==> src/design/pgs_pkg.sv <==
package pgs_pkg;

   localparam int DataWidth   = 16;
   localparam int SqWidth     = 30;
   localparam int LogSteps    = 16;
   localparam int DivSteps    = 30;
   localparam int RootSteps   = 19;

   localparam int QueueDepthDefault = 4;
   localparam int OutDepthDefault   = 4;

   // -log2 of one in Q16 is 30 << 16 for a value scaled by 2^30.
   localparam logic [20:0] LogOfOne    = 21'd1966080;
   // round(2 ln2 * 2^30)
   localparam logic [30:0] Ln2Times2   = 31'd1488522236;

   localparam logic [15:0] MeanReset   = 16'd0;
   localparam logic [15:0] ScaleReset  = 16'd2048;

   typedef enum logic [0:0] {
      CSR_MEAN_OFFSET     = 1'b0,
      CSR_DEVIATION_SCALE = 1'b1
   } csr_index_type;

   typedef struct packed {
      logic valid;
      logic sign;
      logic last;
   } tag_type;

   typedef struct packed {
      logic        sign_u;
      logic        sign_v;
      logic [29:0] u_sq;
      logic [29:0] v_sq;
      logic [29:0] s_sum;
   } pair_type;

   typedef struct packed {
      logic [15:0] sample;
      logic        last;
      logic        clipped;
   } result_type;

endpackage

==> src/design/pgs_front.sv <==
module pgs_front (
   input  logic               clock,
   input  logic               reset,
   input  logic               push,
   input  logic [15:0]        uniform_first,
   input  logic [15:0]        uniform_second,
   output logic               full,
   output logic               q_push,
   output pgs_pkg::pair_type  q_data,
   input  logic               q_full
);

   logic        valid_ff, valid_in;
   logic        sign_u_ff, sign_v_ff;
   logic [30:0] u_sq_ff, v_sq_ff;
   logic [15:0] abs_u, abs_v;
   logic [31:0] prod_u, prod_v;
   logic [31:0] s_sum;
   logic        accepted, stall;

   always_comb begin
      abs_u    = uniform_first[15] ? (~uniform_first + 16'd1) : uniform_first;
      abs_v    = uniform_second[15] ? (~uniform_second + 16'd1) : uniform_second;
      prod_u   = abs_u * abs_u;
      prod_v   = abs_v * abs_v;
      s_sum    = 32'(u_sq_ff) + 32'(v_sq_ff);
      // The pair is usable only when s lies strictly inside the unit circle.
      accepted = (s_sum != '0) && (s_sum[31:30] == 2'b00);
      stall    = valid_ff && accepted && q_full;
      full     = stall;
      valid_in = stall || push;
      q_push   = valid_ff && accepted && !q_full;
      q_data.sign_u = sign_u_ff;
      q_data.sign_v = sign_v_ff;
      q_data.u_sq   = u_sq_ff[29:0];
      q_data.v_sq   = v_sq_ff[29:0];
      q_data.s_sum  = s_sum[29:0];
   end

   always_ff @(posedge clock) begin
      if (reset) begin
         valid_ff <= 1'b0;
      end else begin
         valid_ff <= valid_in;
      end
   end

   always_ff @(posedge clock) begin
      if (!stall) begin
         sign_u_ff <= uniform_first[15];
         sign_v_ff <= uniform_second[15];
         u_sq_ff   <= prod_u[30:0];
         v_sq_ff   <= prod_v[30:0];
      end
   end

endmodule

==> config.mk <==
export PLATFORM = sky130hd
export DESIGN_NAME = pgs_front
export DESIGN_NICKNAME = d
export VERILOG_FILES = /design/src/design/pgs_pkg.sv /design/src/design/pgs_front.sv
export SDC_FILE = /design/constraint.sdc
export NUM_CORES = 1
export LEC_CHECK = 0
export ABC_AREA = 1
export BUFFER_PORTS_ARGS = -buffer_cell sky130_fd_sc_hd__buf_4
export CORE_MARGIN = 2
export CORE_UTILIZATION = 59
export DETAILED_ROUTE_END_ITERATION = 8
export HOLD_SLACK_MARGIN = 0.06
export PLACE_DENSITY_LB_ADDON = 0.3
export SLEW_MARGIN = 20
export SYNTH_ARGS = -nofsm -noshare
export SYNTH_HDL_FRONTEND = slang
export SYNTH_SLANG_ARGS = --single-unit
==> constraint.sdc <==
create_clock -name clock -period 9 [get_ports clock]
set_input_delay 1.35 -clock clock [delete_from_list [all_inputs] [get_ports clock]]
set_output_delay 1.35 -clock clock [all_outputs]
set_load 0.02 [all_outputs]
==> Yosys cells after proc, flatten, opt, wreduce, memory -nomap -nowiden <==
Cells that the tools add are included.
{ "totals": {"register_bits": 65, "inputBits": 36, "out_inout_bits": 94, "word_cells": 22} }
{ "classes": {"n_addsub": 3, "multipliers": 2, "mux": 2, "bitwise": 2, "reduce_logical": 8} }
{ "ops": {"columns": ["operator", "n"], "rows": [
  ["$mul A16 B16 Y31", 2],
  ["$add A16 B1 Y16 const B", 2],
  ["$add A31 B31 Y32", 1],
  ["$mux W16", 2],
  ["$not A16 Y16", 2],
  ["$reduce_bool A32 Y1", 1],
  ["$logic_and A1 B1 Y1", 4],
  ["$logic_not A2 Y1", 1],
  ["$logic_not A1 Y1", 1],
  ["$logic_or A1 B1 Y1", 1]
]} }

==> Depth between registers and ports, before layout <==
{ "logic_depth": {"word_depth": 6, "depth_mapped": 37, "ltp_nobuf": 35} }

==> Least setup slack after synthesis <==
Ideal clock, no wire load.
{ "synth_path": {"path_kind": "input -> register", "startpoint": "in uniform_first[0]", "endpoint": "reg u_sq_ff[29], data pin", "setup_ns": 0.252, "arrival_ns": 7.811, "required_ns": 8.748, "setup_slack_ns": 0.937, "cell_stages": 32, "path_buffers": 1, "cell_sequence": "clkinv_1 > clkbuf_1 > ha_1 > inv_1 > nor3_2 > nand3_2 > nor3_2 > a21oi_1 > xor2_1 > inv_1 > nor2_1 > fa_1 > inv_1 > fa_1 > inv_1 > fa_1 > fa_1 > fa_1 > inv_1 > fa_1 > inv_1 > ha_1 > a21oi_1 > o21ai_0 > nand2_1 > o211ai_1 > inv_1 > nor2_1 > a2111oi_0 > nand2_1 > nand2_1 > nand2_1"} }
{ "synth_between": {"elab_chain_len": 4} }
{ "synth_rtl": {"columns": ["element", "line", "text"], "rows": [
  ["from (decl)", "pgs_front.sv:5", "input logic [15:0] uniform_first,"],
  ["$not A16 Y16", "pgs_front.sv:22", "abs_u = uniform_first[15] ? (~uniform_first + 16'd1) : uniform_first;"],
  ["$add A16 B1 Y16", "pgs_front.sv:22", null],
  ["$mux W16 (*)", "pgs_front.sv:22", null],
  ["$mul A16 B16 Y31 (*)", "pgs_front.sv:24", "prod_u = abs_u * abs_u;"],
  ["net prod_u[29]", "pgs_front.sv:17", "logic [31:0] prod_u, prod_v;"],
  ["to (signal assigned)", "pgs_front.sv:52", "u_sq_ff <= prod_u[30:0];"],
  ["to (decl)", "pgs_front.sv:15", "logic [30:0] u_sq_ff, v_sq_ff;"]
]} }
The timed path passes the listed nets; every way through them passes the cells marked *.
A chain may end at the register's enable or synchronous reset.

==> Worst setup path in the final report <==
{ "layout_path": {"startpoint": "in uniform_second[0]", "endpoint": "reg v_sq_ff[28], data pin"} }
{ "layout_between": {"elab_chain_len": 4} }
{ "layout_rtl": {"columns": ["element", "line", "text"], "rows": [
  ["from (decl)", "pgs_front.sv:6", "input logic [15:0] uniform_second,"],
  ["$not A16 Y16", "pgs_front.sv:23", "abs_v = uniform_second[15] ? (~uniform_second + 16'd1) : uniform_second;"],
  ["$add A16 B1 Y16", "pgs_front.sv:23", null],
  ["$mux W16 (*)", "pgs_front.sv:23", null],
  ["$mul A16 B16 Y31 (*)", "pgs_front.sv:25", "prod_v = abs_v * abs_v;"],
  ["net prod_v[28]", "pgs_front.sv:17", null],
  ["to (signal assigned)", "pgs_front.sv:53", "v_sq_ff <= prod_v[30:0];"],
  ["to (decl)", "pgs_front.sv:15", null]
]} }
Marked as above.

==> summary.md <==
| Metric | Value |
|---|---|
| Register Area | 1882 sq um |
| Sum Neg Setup Slack | 0 ns |
| DR vias/cell | 5.274 |
| Clock skew | 0.01225 ns |
| Largest net degree at the start of global routing | 35 |
| CP Launch Type | input pin |
| Vias in the first global route | 15780 |
| Clock Tree Root | clkbuf_16 |
| Max Slew Vio Count | 0 |
| Most common cell after layout, fill and taps aside | inv_1 |
| Slew margin rel. | 50.04% |
| Min Tclk post-route | 8.429 ns |
| Syn_area_per_cell | 7.902 sq um |
| Filler cells | 2902 |
| I/O Buffers | 127 |
| Initial Util | 59.76% |
| Layout Nets | 3125 |
| Area occupied by multi-input gates | 14490 sq um |
| Arr. time, crit path | 8.51 ns |
| Post-DRT Antenna Nets | 0 |
| Hold_sp | reset |
| DR pass1 iterations | 5 |
| Netlist cell types | 52 |
| R2r worst-path depth | 14 |
| Postcts setup bufs | 0 |
| Die H | 185.1 um |
| Flops & latches, synth | 63 |
| Global-route wire length before repair | 79200 um |
| CTS tree | done |
| Detailed Route WL | 48690 um |
| Reg-to-Reg End | u_sq_ff[29]$_DFFE_PN_ |
| Crit Path Class | input pin to register |
| Crit path required time | 9.08 ns |
| Syn Inst Count | 2448 |
| Clk sinks | 63 |
| Hold Path Stages | 2 |
| Total I/O pin count | 130 |
| Number of enable flip-flop cells after synthesis | 62 |
| Worst-margin pin slew | 0.7444 ns |
| FF-to-FF Start | v_sq_ff[24]$_DFFE_PN_ |
| Post-synthesis cell area | 19340 sq um |
| Number of diodes | 0 |
| Die W | 185.1 um |
| Worst-skew pair later-pin latency | 0.35 ns |
| Clock Pin Slew Worst Setup and Hold Paths | 0.06 ns |
| Post_cts resized | 0 |
| Status | finished, final reports clean |
| Syn-to-layout area delta | 7.703% |
| Routability cong. | 0.9724 |
| Post-synth top flop | edfxtp_1 |
| Maximum root-to-sink buffer count | 2 |
| RSZ-0062 raised after global routing | no |
| Via Count | 15770 |
| Initial antenna violation count | 0 |
| Reg2reg setup slack | 4.83 ns |
| Max_cap viols | 0 |
| FFs w/ async S/R, synth | 0% |
| Hold path endpoint | valid_ff$_SDFF_PP0_ |
| Hold_buf cts | 0 |
| Detailed Place HPWL | 42760 um |
| Fin. Hold Viols | 0 |
| H-tree Lvls | 3 |
| Cell types with the largest area share after synthesis | fa_1 34%, ha_1 14%, inv_1 13% |
| FMAX | 118.6 MHz |
| DRT iter0 DRCs | 1246 |
| Inserted Clock Buffers | 9 |
| Capturing element type of the critical path | register |
| Sequential element share of the synthesized area | 9.728% |
| # setup viols final | 0 |
| DR WL/cell | 16.28 um |
| Crit-path max FO | 11 |
| DRC violations left | 0 |
| Total GRT Usage | 29.88% |
| Num rows | 66 |
| Die footprint | 34250 sq um |
| Most frequent cells in the layout | 649 x inv_1, 484 x nand2_1, 326 x fa_1 |
| Period utilisation layout | 93.66% |
| Core area | 32370 sq um |
| Ys Warns | 0 |
| Synth area leader | fa_1 |
| Ratio of cells with drive above 1 in the final layout | 7.967% |
| Congestion Overflow GR | 0 |
| Worst Hold Class | input pin to register |
| Post-synth top area share | 33.74% |
sequential cells by signal, summed over array words and instances (netlist names):
name / flops
sign_v_ff: 1
sign_u_ff: 1
v_sq_ff: 30
u_sq_ff: 30
valid_ff: 1
metal layers:
metal	wire length (um)	track usage, %	share of wire, %
met4	522	3.651	1.1
met1	21570	43.77	44
met2	22320	48.01	46
met3	4282	5.230	8.8
met5	0	0	0
through the flow:
stage | instances | util (%) | hold slack, ns | instance area [sq um] | setup slack (ns)
6_report | 2990 | 64.36 | 1.156 | 20840 | 0.5706
5_1_grt | 2990 | 64.36 | 1.161 | 20840 | 0.08933
4_1_cts | 2990 | 64.36 | 1.153 | 20840 | 0.6805
3_5_place_dp | 2974 | 63.45 | 1.256 | 20540 | 0.3463
3_3_place_gp | 2974 | 63.45 | 1.179 | 20540 | 0.5055
2_1_floorplan | 2470 | - | 1.419 | 19430 | 0.9367
Yosys cell counts, types with 3 or more instances:
cell type and n:
nand3b_1 12, buf_2 7, a21boi_0 4, nor3_1 20, o211ai_1 6, nor2_1 219
inv_1 649, fa_1 326, a21o_1 5, o21ai_0 43, nand4_1 12, xor2_1 54
clkbuf_1 18, ha_1 220, o21ai_1 3, nor3_2 4, a21oi_1 81, clkinv_1 3
o21bai_1 6, nand2_1 484, nor4_1 5, o21a_1 6, buf_4 62, or2_2 4
nand3_2 5, a31oi_1 6, nor2_2 5, xnor2_1 22, inv_2 9, nand3_1 58
edfxtp_1 62
critical path, cell delays in order:
cell	delay (ns)
buf_4	0.13
inv_2	0.06
ha_1	0.23
nand3_2	0.10
nor2_1	0.04
nand2_1	0.11
o21ai_2	0.09
xnor2_1	0.52
inv_1	0.45
nor2_1	0.27
inv_1	0.09
fa_1	0.54
inv_1	0.06
fa_1	0.44
fa_1	0.54
fa_1	0.43
fa_1	0.50
inv_1	0.05
fa_1	0.47
inv_1	0.04
ha_1	0.38
nand2_1	0.15
nor4_1	0.35
nand2_1	0.09
o211ai_1	0.39
a21boi_0	0.24
o21ai_0	0.27
xor2_1	0.11
cell type report:
| class | count | area share, % |
|---|---|---|
| Timing Repair Buffer | 151 | 5.441 |
| Clock buffer | 12 | 1.183 |
| Clock inverter | 4 | 0.2282 |
| Tap cell | 442 | 2.654 |
| Inverter | 662 | 11.94 |
| Multi-Input combinational cell | 1656 | 69.52 |
| Sequential cell | 63 | 9.032 |
worst max-delay path by stage:
stage	startpoint	endpoint	slack (ns)	depth (start not counted)
global route	uniform_second[1]	v_sq_ff[28]$_DFFE_PN_	0.09	30
finish	uniform_second[0]	v_sq_ff[28]$_DFFE_PN_	0.57	28
CTS	uniform_second[0]	v_sq_ff[28]$_DFFE_PN_	0.68	28
floorplan	uniform_first[0]	u_sq_ff[29]$_DFFE_PN_	0.94	32
detailed placement	uniform_second[0]	v_sq_ff[28]$_DFFE_PN_	0.35	28
global placement	uniform_second[0]	v_sq_ff[28]$_DFFE_PN_	0.51	28
cell families (layout without fill, tap and decap cells):
logic type,Yosys count,in the layout,synth area share (%)
compound gates,172,172,5.045
xor+xnor,77,77,3.525
fa+ha+maj,546,546,47.97
buf+inv,751,829,15.89
flops,63,63,9.728
other cells,2,24,0.03882
simple gates,837,837,17.81
Power is left out: the tool's default activity adds up to more than one toggle a clock period on the data nets, which glitch-free logic cannot reach.
