### config.mk
export PLATFORM = sky130hd
export DESIGN_NAME = pgs_fifo
export DESIGN_NICKNAME = d
export VERILOG_FILES = /design/src/design/pgs_fifo.sv
export SDC_FILE = /design/constraint.sdc
export NUM_CORES = 1
export LEC_CHECK = 0
export BUFFER_PORTS_ARGS = -buffer_cell sky130_fd_sc_hd__buf_2
export CORE_AREA = 3 3 54 81
export CTS_CLUSTER_SIZE = 24
export DETAILED_ROUTE_END_ITERATION = 16
export DIE_AREA = 0 0 57 84
export PLACE_DENSITY = 0.69
export SYNTH_ARGS = -nofsm -noshare
export SYNTH_HDL_FRONTEND = slang
export SYNTH_SLANG_ARGS = --single-unit
### constraint.sdc
create_clock -name clock -period 2.45 [get_ports clock]
set_input_delay 0.1225 -clock clock [delete_from_list [all_inputs] [get_ports clock]]
set_output_delay 0.1225 -clock clock [all_outputs]
set_load 0.1 [all_outputs]
### src/design/pgs_fifo.sv
module pgs_fifo #(
   parameter int WIDTH = 8,
   parameter int DEPTH = 4
) (
   input  logic             clock,
   input  logic             reset,
   input  logic             push,
   input  logic [WIDTH-1:0] push_data,
   output logic             full,
   input  logic             pop,
   output logic [WIDTH-1:0] head_data,
   output logic             empty
);

   localparam int PtrW = $clog2(DEPTH);
   localparam int CntW = $clog2(DEPTH + 1);

   logic [WIDTH-1:0] mem_ff [DEPTH];
   logic [PtrW-1:0]  wr_ptr_ff, wr_ptr_in, rd_ptr_ff, rd_ptr_in;
   logic [CntW-1:0]  count_ff, count_in;
   logic             do_push, do_pop;

   always_comb begin
      full      = count_ff == CntW'(DEPTH);
      empty     = count_ff == '0;
      do_push   = push && !full;
      do_pop    = pop && !empty;
      head_data = mem_ff[rd_ptr_ff];
      wr_ptr_in = wr_ptr_ff;
      rd_ptr_in = rd_ptr_ff;
      count_in  = count_ff;
      if (do_push) begin
         wr_ptr_in = (wr_ptr_ff == PtrW'(DEPTH - 1)) ? '0 : wr_ptr_ff + 1'b1;
      end
      if (do_pop) begin
         rd_ptr_in = (rd_ptr_ff == PtrW'(DEPTH - 1)) ? '0 : rd_ptr_ff + 1'b1;
      end
      if (do_push && !do_pop) begin
         count_in = count_ff + 1'b1;
      end else if (do_pop && !do_push) begin
         count_in = count_ff - 1'b1;
      end
   end

   always_ff @(posedge clock) begin
      if (reset) begin
         wr_ptr_ff <= '0;
         rd_ptr_ff <= '0;
         count_ff  <= '0;
      end else begin
         wr_ptr_ff <= wr_ptr_in;
         rd_ptr_ff <= rd_ptr_in;
         count_ff  <= count_in;
      end
   end

   always_ff @(posedge clock) begin
      if (do_push) begin
         mem_ff[wr_ptr_ff] <= push_data;
      end
   end

endmodule

After elaboration in Yosys (flattened, before gate mapping)
Memories as Yosys holds them, arrays and structs flattened. A register that Yosys moved wholly into a read port is not among the register bits. Index checks and enable logic that the tools add are counted.

Register bits after elaboration: 7. Memory bits (writable): 32. Input bits: 12. Output and inout bits: 10. Memories kept: 1.

Add/sub/neg operators: 4. Equality and inequality tests: 3. Muxes and demuxes: 8. Reduce and logical (&&, ||, !) cells: 10.

Memory list: mem_ff (depth 4, bits a word 8, rd ports 1, clocked after memory_dff 1, write ports 1, line 18) `logic [WIDTH-1:0] mem_ff [DEPTH];`.

Operators with widths (number): $mux 2 (4); $mux 3 (2); $add 2x1->2 const B (2); $eq 2x2->1 const B (2); $logic_and 1x1->1 (4); $logic_not 1->1 (4); $add 3x1->3 const B (1); $eq 3x3->1 const B (1); $logic_not 3->1 (1); $sub 3x1->3 const B (1); $mux 1 (2); $reduce_bool 2->1 (1).

Logic depth before layout (Yosys ltp)
Gate-level depths: netlist of run 1.

Depth after elaboration: 7. Depth in mapped cells: 10. Depth with buffers taken out: 9.

Worst setup path after synthesis of run 1
No wires, ideal clock.

Kind: reg2out. Start: register count_ff[0]. End: output port empty. Data arrival time: 2.439 ns. Required time: 2.328 ns. Path slack: -0.112 ns. Cell stages (with the launch flop): 2. Path through: dfxtp_1 nor3_1.

Longest elaborated chain between the ends: 1.

Ends and longest elaborated chain: from (decl) (line 20) `logic [CntW-1:0] count_ff, count_in;`; from (signal assigned) (line 53) `count_ff <= count_in;`; $logic_not 3->1 (line 25) `empty = count_ff == '0;`; to (decl) (line 12) `output logic empty`.

No other way between the ends.

Final worst setup path of run 1
Start: register count_ff[1]. End: register count_ff[2].

Longest elaborated chain between the ends: 6. Elaborated cells between the ends (all ways): 15. Those cells by class: add/sub (2); eq/ne (1); mux (2); reduce/logical (10).

Ends and longest elaborated chain: $eq 3x3->1 (*) (line 24) `full = count_ff == CntW'(DEPTH);`; $logic_not 1->1 (*) (line 26) `do_push = push && !full;`; $logic_and 1x1->1 (*) (line 26); via do_push (line 21) `logic do_push, do_pop;`; $logic_not 1->1 (line 40) `end else if (do_pop && !do_push) begin`; $logic_and 1x1->1 (line 40); $reduce_bool 2->1 (no line).

Mark *: on every way through the listed nets, which the timed path passes. The rest lies on a longest branch. The select of a mux whose other input is x is not followed. A chain may end at the register's enable or synchronous reset.

==> results_dict.tcl, run 1 <==
set metrics [dict create \
    run_status "finished, final reports clean" \
    min_period_over_period_pct 94.7 \
    dpl_cell_area_um2 1800 \
    portBuffers 21 \
    cts-root-to-sink-buffers 2 \
    syn-mean-instance-area_um2 17.9 \
    max-vdd-ir-drop_v 0.000804 \
    viasPerCell 5.27 \
    postSynthCellCount 92 \
    cts-buffers-inserted 5 \
    global_route.usage.total_pct 12.1 \
    worst_slew_margin_rel_pct 64.5 \
    yosysWarnings 0 \
    number_of_global_route_vias_before_repair 952 \
    worstSetupStartpointType "flip-flop" \
    synth_flop_cell "edfxtp_1" \
    fmax_mhz 431 \
    timing.setup.critical_path_class "flip-flop to flip-flop" \
    reg2reg_from "count_ff[1]" \
    final_net_count 137 \
    filler_cell_count 319 \
    layout_min_cycle_time_ps 2320 \
    clock_skew_ps 5.78 \
    cell_depth_of_the_worst_hold_path 1 \
    place_congestion 0.720 \
    critical_path_arrival_ps 2530 \
    final_cell_area_um2 1890 \
    cts.sinks 41 \
    r2r_setup_slack_ps 130 \
    maximum_number_of_pins_on_one_net_before_global_route_repair 13 \
    number_of_antenna_violations_at_the_first_check_in_global_routing 0 \
    postSynthRegisterBits 41 \
    hpwlAfterDp_mm 1.85 \
    setup_total_negative_slack_ps 0 \
    rsz_0062_raised_after_global_routing "false" \
    p_leak_nw 0.704 \
    synth-async-reset-ratio_pct 0 \
    worstPathMaxFanout 7 \
    timing.rr.end "count_ff[2]" \
    die_footprint_um2 4790 \
    synth.net_count 111 \
    routed-via-count 853 \
    holdPathEnd "mem_ff[0][5]" \
    logic_depth_of_the_worst_register_to_register_path 9 \
    power_density_nw_per_um2 1210 \
    die-height_um 84 \
    synth_seq_area_share_pct 69.4 \
    cts_tree "done" \
    route.detailed.wl_per_inst_um 15.8 \
    core_region_area_um2 3720 \
    worstPathRequired_ps 2660 \
    num_io_pins 22 \
    mappedNetlistArea_um2 1650 \
    root_buffer "clkbuf_8" \
    first_pass_iters 4 \
    synth_cell_type_count 26 \
    overflow 0 \
    clk_pin_slew_ps 70 \
    max_cap_violations 0 \
    antenna_cells_inserted 0 \
    hold_path.class "primary input to flip-flop" \
    critPathCaptureType "flip-flop" \
    grt_pass1_wl_mm 4.30 \
    die_width_um 57 \
    initialDrtViolationCount 24 \
    post-route-drc-count 0 \
    floorplan.initialDensity_pct 44.3 \
    area_growth_syn_to_layout_pct 14.6 \
    post_cts.repair.setup_buffers 0 \
    overall_routed_net_length_mm 2.56 \
    setup_viol 0 \
    rows 27 \
    htree_num_levels 2 \
    timing.final.max_slew_violations 0 \
    synth-edff-count 32 \
    layout-drive-gt1-share_pct 41.2 \
    hold_path_startpoint "push_data[5]" \
    max_slew.worst_pin.slew_ps 532 \
    final_antenna_net_count 0 \
    timing_hold_violations_final 0 \
    clock_insertion_delay_worst_skew_ps 280 \
]
## Yosys cell counts (all sizes together) (3+ instances only)
cell type  instances  share of area, %
edfxtp            32                58
dfxtp              9                11
mux4               8                11
ha                 6               4.6
and3               4               1.8
inv                4              0.91
nor2               4               1.1
a21oi              3              0.91
buf                3               1.2
## critical path: stages (launching register included)
cell and delay [ps]:
dfxtp_1 440, or3b_4 230, clkinv_4 60, nor2_2 120, ha_1 200, inv_1 60, fa_1 380, xor2_1 160
or3_2 430, a21oi_1 170
## flip-flops by register name, summed over array words and instances, names as in the netlist, named ones only
| name | count |
|---|---|
| wr_ptr_ff | 2 |
| rd_ptr_ff | 2 |
| count_ff | 3 |
| mem_ff | 32 |
## worst max-delay path by stage
stage                  endpoint        start  cells past startpoint
floorplan           count_ff[2]  count_ff[0]                     10
global placement    count_ff[2]  count_ff[1]                      9
detailed placement  count_ff[2]  count_ff[1]                      9
CTS                 count_ff[2]  count_ff[1]                      9
global route        count_ff[2]  count_ff[1]                      9
finish              count_ff[2]  count_ff[1]                      9
## cell families after synthesis
family / Yosys count / share of synthesized area (%)
flops: 41 / 69.4
simple gates: 16 / 5.70
mux: 10 / 12.2
buf+inv: 9 / 2.89
compound gates: 7 / 3.04
fa+ha+maj: 7 / 5.78
xor+xnor: 2 / 1.06
## metal layers
| layer | vias to the layer above | part of all wire [%] | track usage (%) | wire (um) |
|---|---|---|---|---|
| met4 | 0 | 3.2 | 6.96 | 81 |
| met5 | - | 0 | 0 | 0 |
| met2 | 28 | 53 | 20.1 | 1350 |
| met3 | 8 | 5.1 | 4.02 | 131 |
| li1 | 401 | - | - | - |
| met1 | 416 | 39 | 13.0 | 997 |
## cells in the final DEF (no fill, tap or decap), drive strengths merged
| cell | Yosys | layout |
|---|---|---|
| nand3 | 2 | 2 |
| ha | 6 | 6 |
| fa | 1 | 1 |
| o31ai | 2 | 2 |
| nor3 | 2 | 2 |
| clkbuf | 1 | 6 |
| mux4 | 8 | 8 |
| or3b | 1 | 1 |
| xor2 | 2 | 2 |
| dfxtp | 9 | 9 |
| o21ai | 2 | 2 |
| mux2i | 2 | 2 |
| buf | 3 | 23 |
| and3 | 4 | 4 |
| nor2 | 4 | 4 |
| inv | 4 | 4 |
| or3 | 2 | 2 |
| edfxtp | 32 | 32 |
| clkinv | 1 | 3 |
| a21oi | 3 | 3 |
| nand2 | 1 | 1 |
## power by group
part	total [W]	internal, W	switching [W]
Clock	0.000403	0.000197	0.000206
Sequential	0.000929	0.000848	0.0000806
Combinational	0.000948	0.000248	0.000700
Total	0.00228	0.00129	0.000987
## layout make-up
cell class	count	area (um2)	area share (%)
repair buffers	23	120	6.37
multi-input cells	42	464	24.6
clock buffers	6	72.6	3.85
inverters	5	23.8	1.26
flip-flops and latches	41	1140	60.5
well taps	43	53.8	2.85
clock inverters	2	10.0	0.531
## through the flow
step,util (%),power (W),instances,hold slack (ps),worst slack [ps]
after floorplan,-,0.00174,92,221,64.6
after global placement,48.5,0.00187,154,334,181
after detailed placement,48.5,0.00190,154,342,42.9
after CTS,50.7,0.00231,162,42.5,17.8
after global routing,50.7,0.00239,162,46.0,5.78
final,50.7,0.00228,162,54.5,129
## timing repair
action | CTS | global route
hold endpoints to repair | 0 | 0
resized for setup | 0 | 1
endpoints found under the setup margin | 0 | 1
hold buffers | 0 | 0
(Power assumes the default switching activity.)
==> inputs of run 2 (changes only) <==
- CTS_BUF_LIST: not set -> sky130_fd_sc_hd__clkbuf_8
==> results_dict.tcl, run 2 (same netlist as run 1, synthesis figures left out) <==
set metrics [dict create \
    initialDrtViolationCount 25 \
    min_period_over_period_pct 94.7 \
    cell_depth_of_the_worst_hold_path 1 \
    final_cell_area_um2 1890 \
    post-route-drc-count 0 \
    first_pass_iters 4 \
    dpl_cell_area_um2 1800 \
    power.internal_w 0.00129 \
    hold_path_startpoint "push_data[5]" \
    worst_slew_margin_rel_pct 64.4 \
    core_region_area_um2 3720 \
    global_route.usage.total_pct 12.1 \
    max_cap_violations 0 \
    antenna_cells_inserted 0 \
    viasPerCell 5.26 \
    overflow 0 \
    top_regs "mem_ff (32), count_ff (3)" \
    fmax_mhz 431 \
    worstPathMaxFanout 7 \
    number_of_antenna_violations_at_the_first_check_in_global_routing 0 \
    timing.rr.end "count_ff[2]" \
    root_buffer "clkbuf_8" \
    timing.final.max_slew_violations 0 \
    worstSetupStartpointType "flip-flop" \
    critPathCaptureType "flip-flop" \
    power_density_nw_per_um2 1210 \
    layout.cells.most_common "edfxtp_1" \
    cts_tree "done" \
    rows 27 \
    logic_depth_of_the_worst_register_to_register_path 9 \
    overall_routed_net_length_mm 2.57 \
    timing.setup.critical_path_class "flip-flop to flip-flop" \
    floorplan.initialDensity_pct 44.3 \
    filler_cell_count 319 \
    die-height_um 84 \
    holdPathEnd "mem_ff[0][5]" \
    p_leak_nw 0.708 \
    portBuffers 21 \
    final_net_count 137 \
    number_of_global_route_vias_before_repair 952 \
    seq_power_share_pct 40.8 \
    number_of_flip_flops_under_the_largest_register_name 32 \
    num_io_pins 22 \
    max_slew.worst_pin.slew_ps 533 \
    cts.sinks 41 \
    cts-buffers-inserted 5 \
    hold_path.class "primary input to flip-flop" \
    clockPowerShare_pct 17.5 \
    clock_skew_ps 5.30 \
    grt_pass1_wl_mm 4.30 \
    clock_insertion_delay_worst_skew_ps 280 \
    area_growth_syn_to_layout_pct 14.6 \
    layout-drive-gt1-share_pct 41.2 \
    most-common-layout-cells "edfxtp_1 (32), buf_2 (21), dfxtp_1 (9)" \
    switching_share_pct 43.3 \
    maximum_number_of_pins_on_one_net_before_global_route_repair 13 \
    htree_num_levels 2 \
    cts-root-to-sink-buffers 2 \
    worstPathRequired_ps 2660 \
    netSwitchingPower_w 0.000986 \
    timing_hold_violations_final 0 \
    route.detailed.wl_per_inst_um 15.8 \
    r2r_setup_slack_ps 130 \
    run_status "finished, final reports clean" \
    routed-via-count 852 \
    largest_register "mem_ff" \
    clk_pin_slew_ps 70 \
    postCtsHoldBufs 0 \
    critical_path_arrival_ps 2530 \
    rsz_0062_raised_after_global_routing "false" \
    die_footprint_um2 4790 \
    setup_viol 0 \
    final_antenna_net_count 0 \
    reg2reg_from "count_ff[1]" \
    layout_min_cycle_time_ps 2320 \
    setup_total_negative_slack_ps 0 \
    place_congestion 0.720 \
    pre_cts_ws_ps 42.9 \
    max-vdd-ir-drop_v 0.000804 \
    hpwlAfterDp_mm 1.85 \
    comb_power_share_pct 41.6 \
    die_width_um 57 \
    crit_path_setup_slack_layout_ps 129 \
]
run 2: cell types whose count changed in the layout (fill, tap and decap cells not counted), sizes merged:
cell    change
inv         +1
clkbuf      -1
run 2: worst max-delay path by stage:
stage	slack (ps)	startpoint	end	depth (start not counted)
2_1_floorplan	60	count_ff[0]	count_ff[2]	10
3_3_place_gp	180	count_ff[1]	count_ff[2]	9
3_5_place_dp	40	count_ff[1]	count_ff[2]	9
4_1_cts	20	count_ff[1]	count_ff[2]	9
5_1_grt	6	count_ff[1]	count_ff[2]	9
6_report	130	count_ff[1]	count_ff[2]	9
run 2: power groups by stage:
stage | Sequential (W) | Clock (W) | Combinational [W]
after floorplan | 0.000904 | 0 | 0.000839
after global placement | 0.000941 | 0 | 0.000927
after detailed placement | 0.000949 | 0 | 0.000948
after CTS | 0.000933 | 0.000418 | 0.000951
after global routing | 0.000944 | 0.000445 | 0.00100
final | 0.000929 | 0.000399 | 0.000948
run 2: cell type report:
class | instances | area (um2) | share of cell area [%]
flip-flops and latches | 41 | 1140 | 60.5
multi-input cells | 42 | 464 | 24.6
repair buffers | 23 | 120 | 6.37
clock buffers | 5 | 68.8 | 3.65
well taps | 43 | 53.8 | 2.85
inverters | 5 | 23.8 | 1.26
clock inverters | 3 | 13.8 | 0.730
run 2: critical path: stages (launching register included):
cell and delay, ps:
dfxtp_1 440, or3b_4 230, clkinv_4 60, nor2_2 120, ha_1 200, inv_1 60, fa_1 380, xor2_1 160
or3_2 430, a21oi_1 170
run 2: repair_timing:
action,4_1_cts,5_1_grt
endpoints found under the setup margin,0,1
setup buffers,0,0
resized for setup,0,1
hold endpoints to repair,0,0
run 2: stage by stage:
| stage | utilization (%) | hold slack [ps] | total power [W] | instances |
|---|---|---|---|---|
| 2_1_floorplan | - | 221 | 0.00174 | 92 |
| 3_5_place_dp | 48.5 | 342 | 0.00190 | 154 |
| 5_1_grt | 50.7 | 45.5 | 0.00239 | 162 |
| 3_3_place_gp | 48.5 | 334 | 0.00187 | 154 |
| 4_1_cts | 50.7 | 42.2 | 0.00230 | 162 |
| 6_report | 50.7 | 54.9 | 0.00228 | 162 |
run 2: per-layer routing:
| metal | global-route usage (%) | vias to the layer above | wire [um] |
|---|---|---|---|
| met3 | 4.02 | 8 | 133 |
| met4 | 6.96 | 0 | 81 |
| met5 | 0 | - | 0 |
| met1 | 13.0 | 415 | 1010 |
| li1 | - | 401 | - |
| met2 | 20.1 | 28 | 1340 |
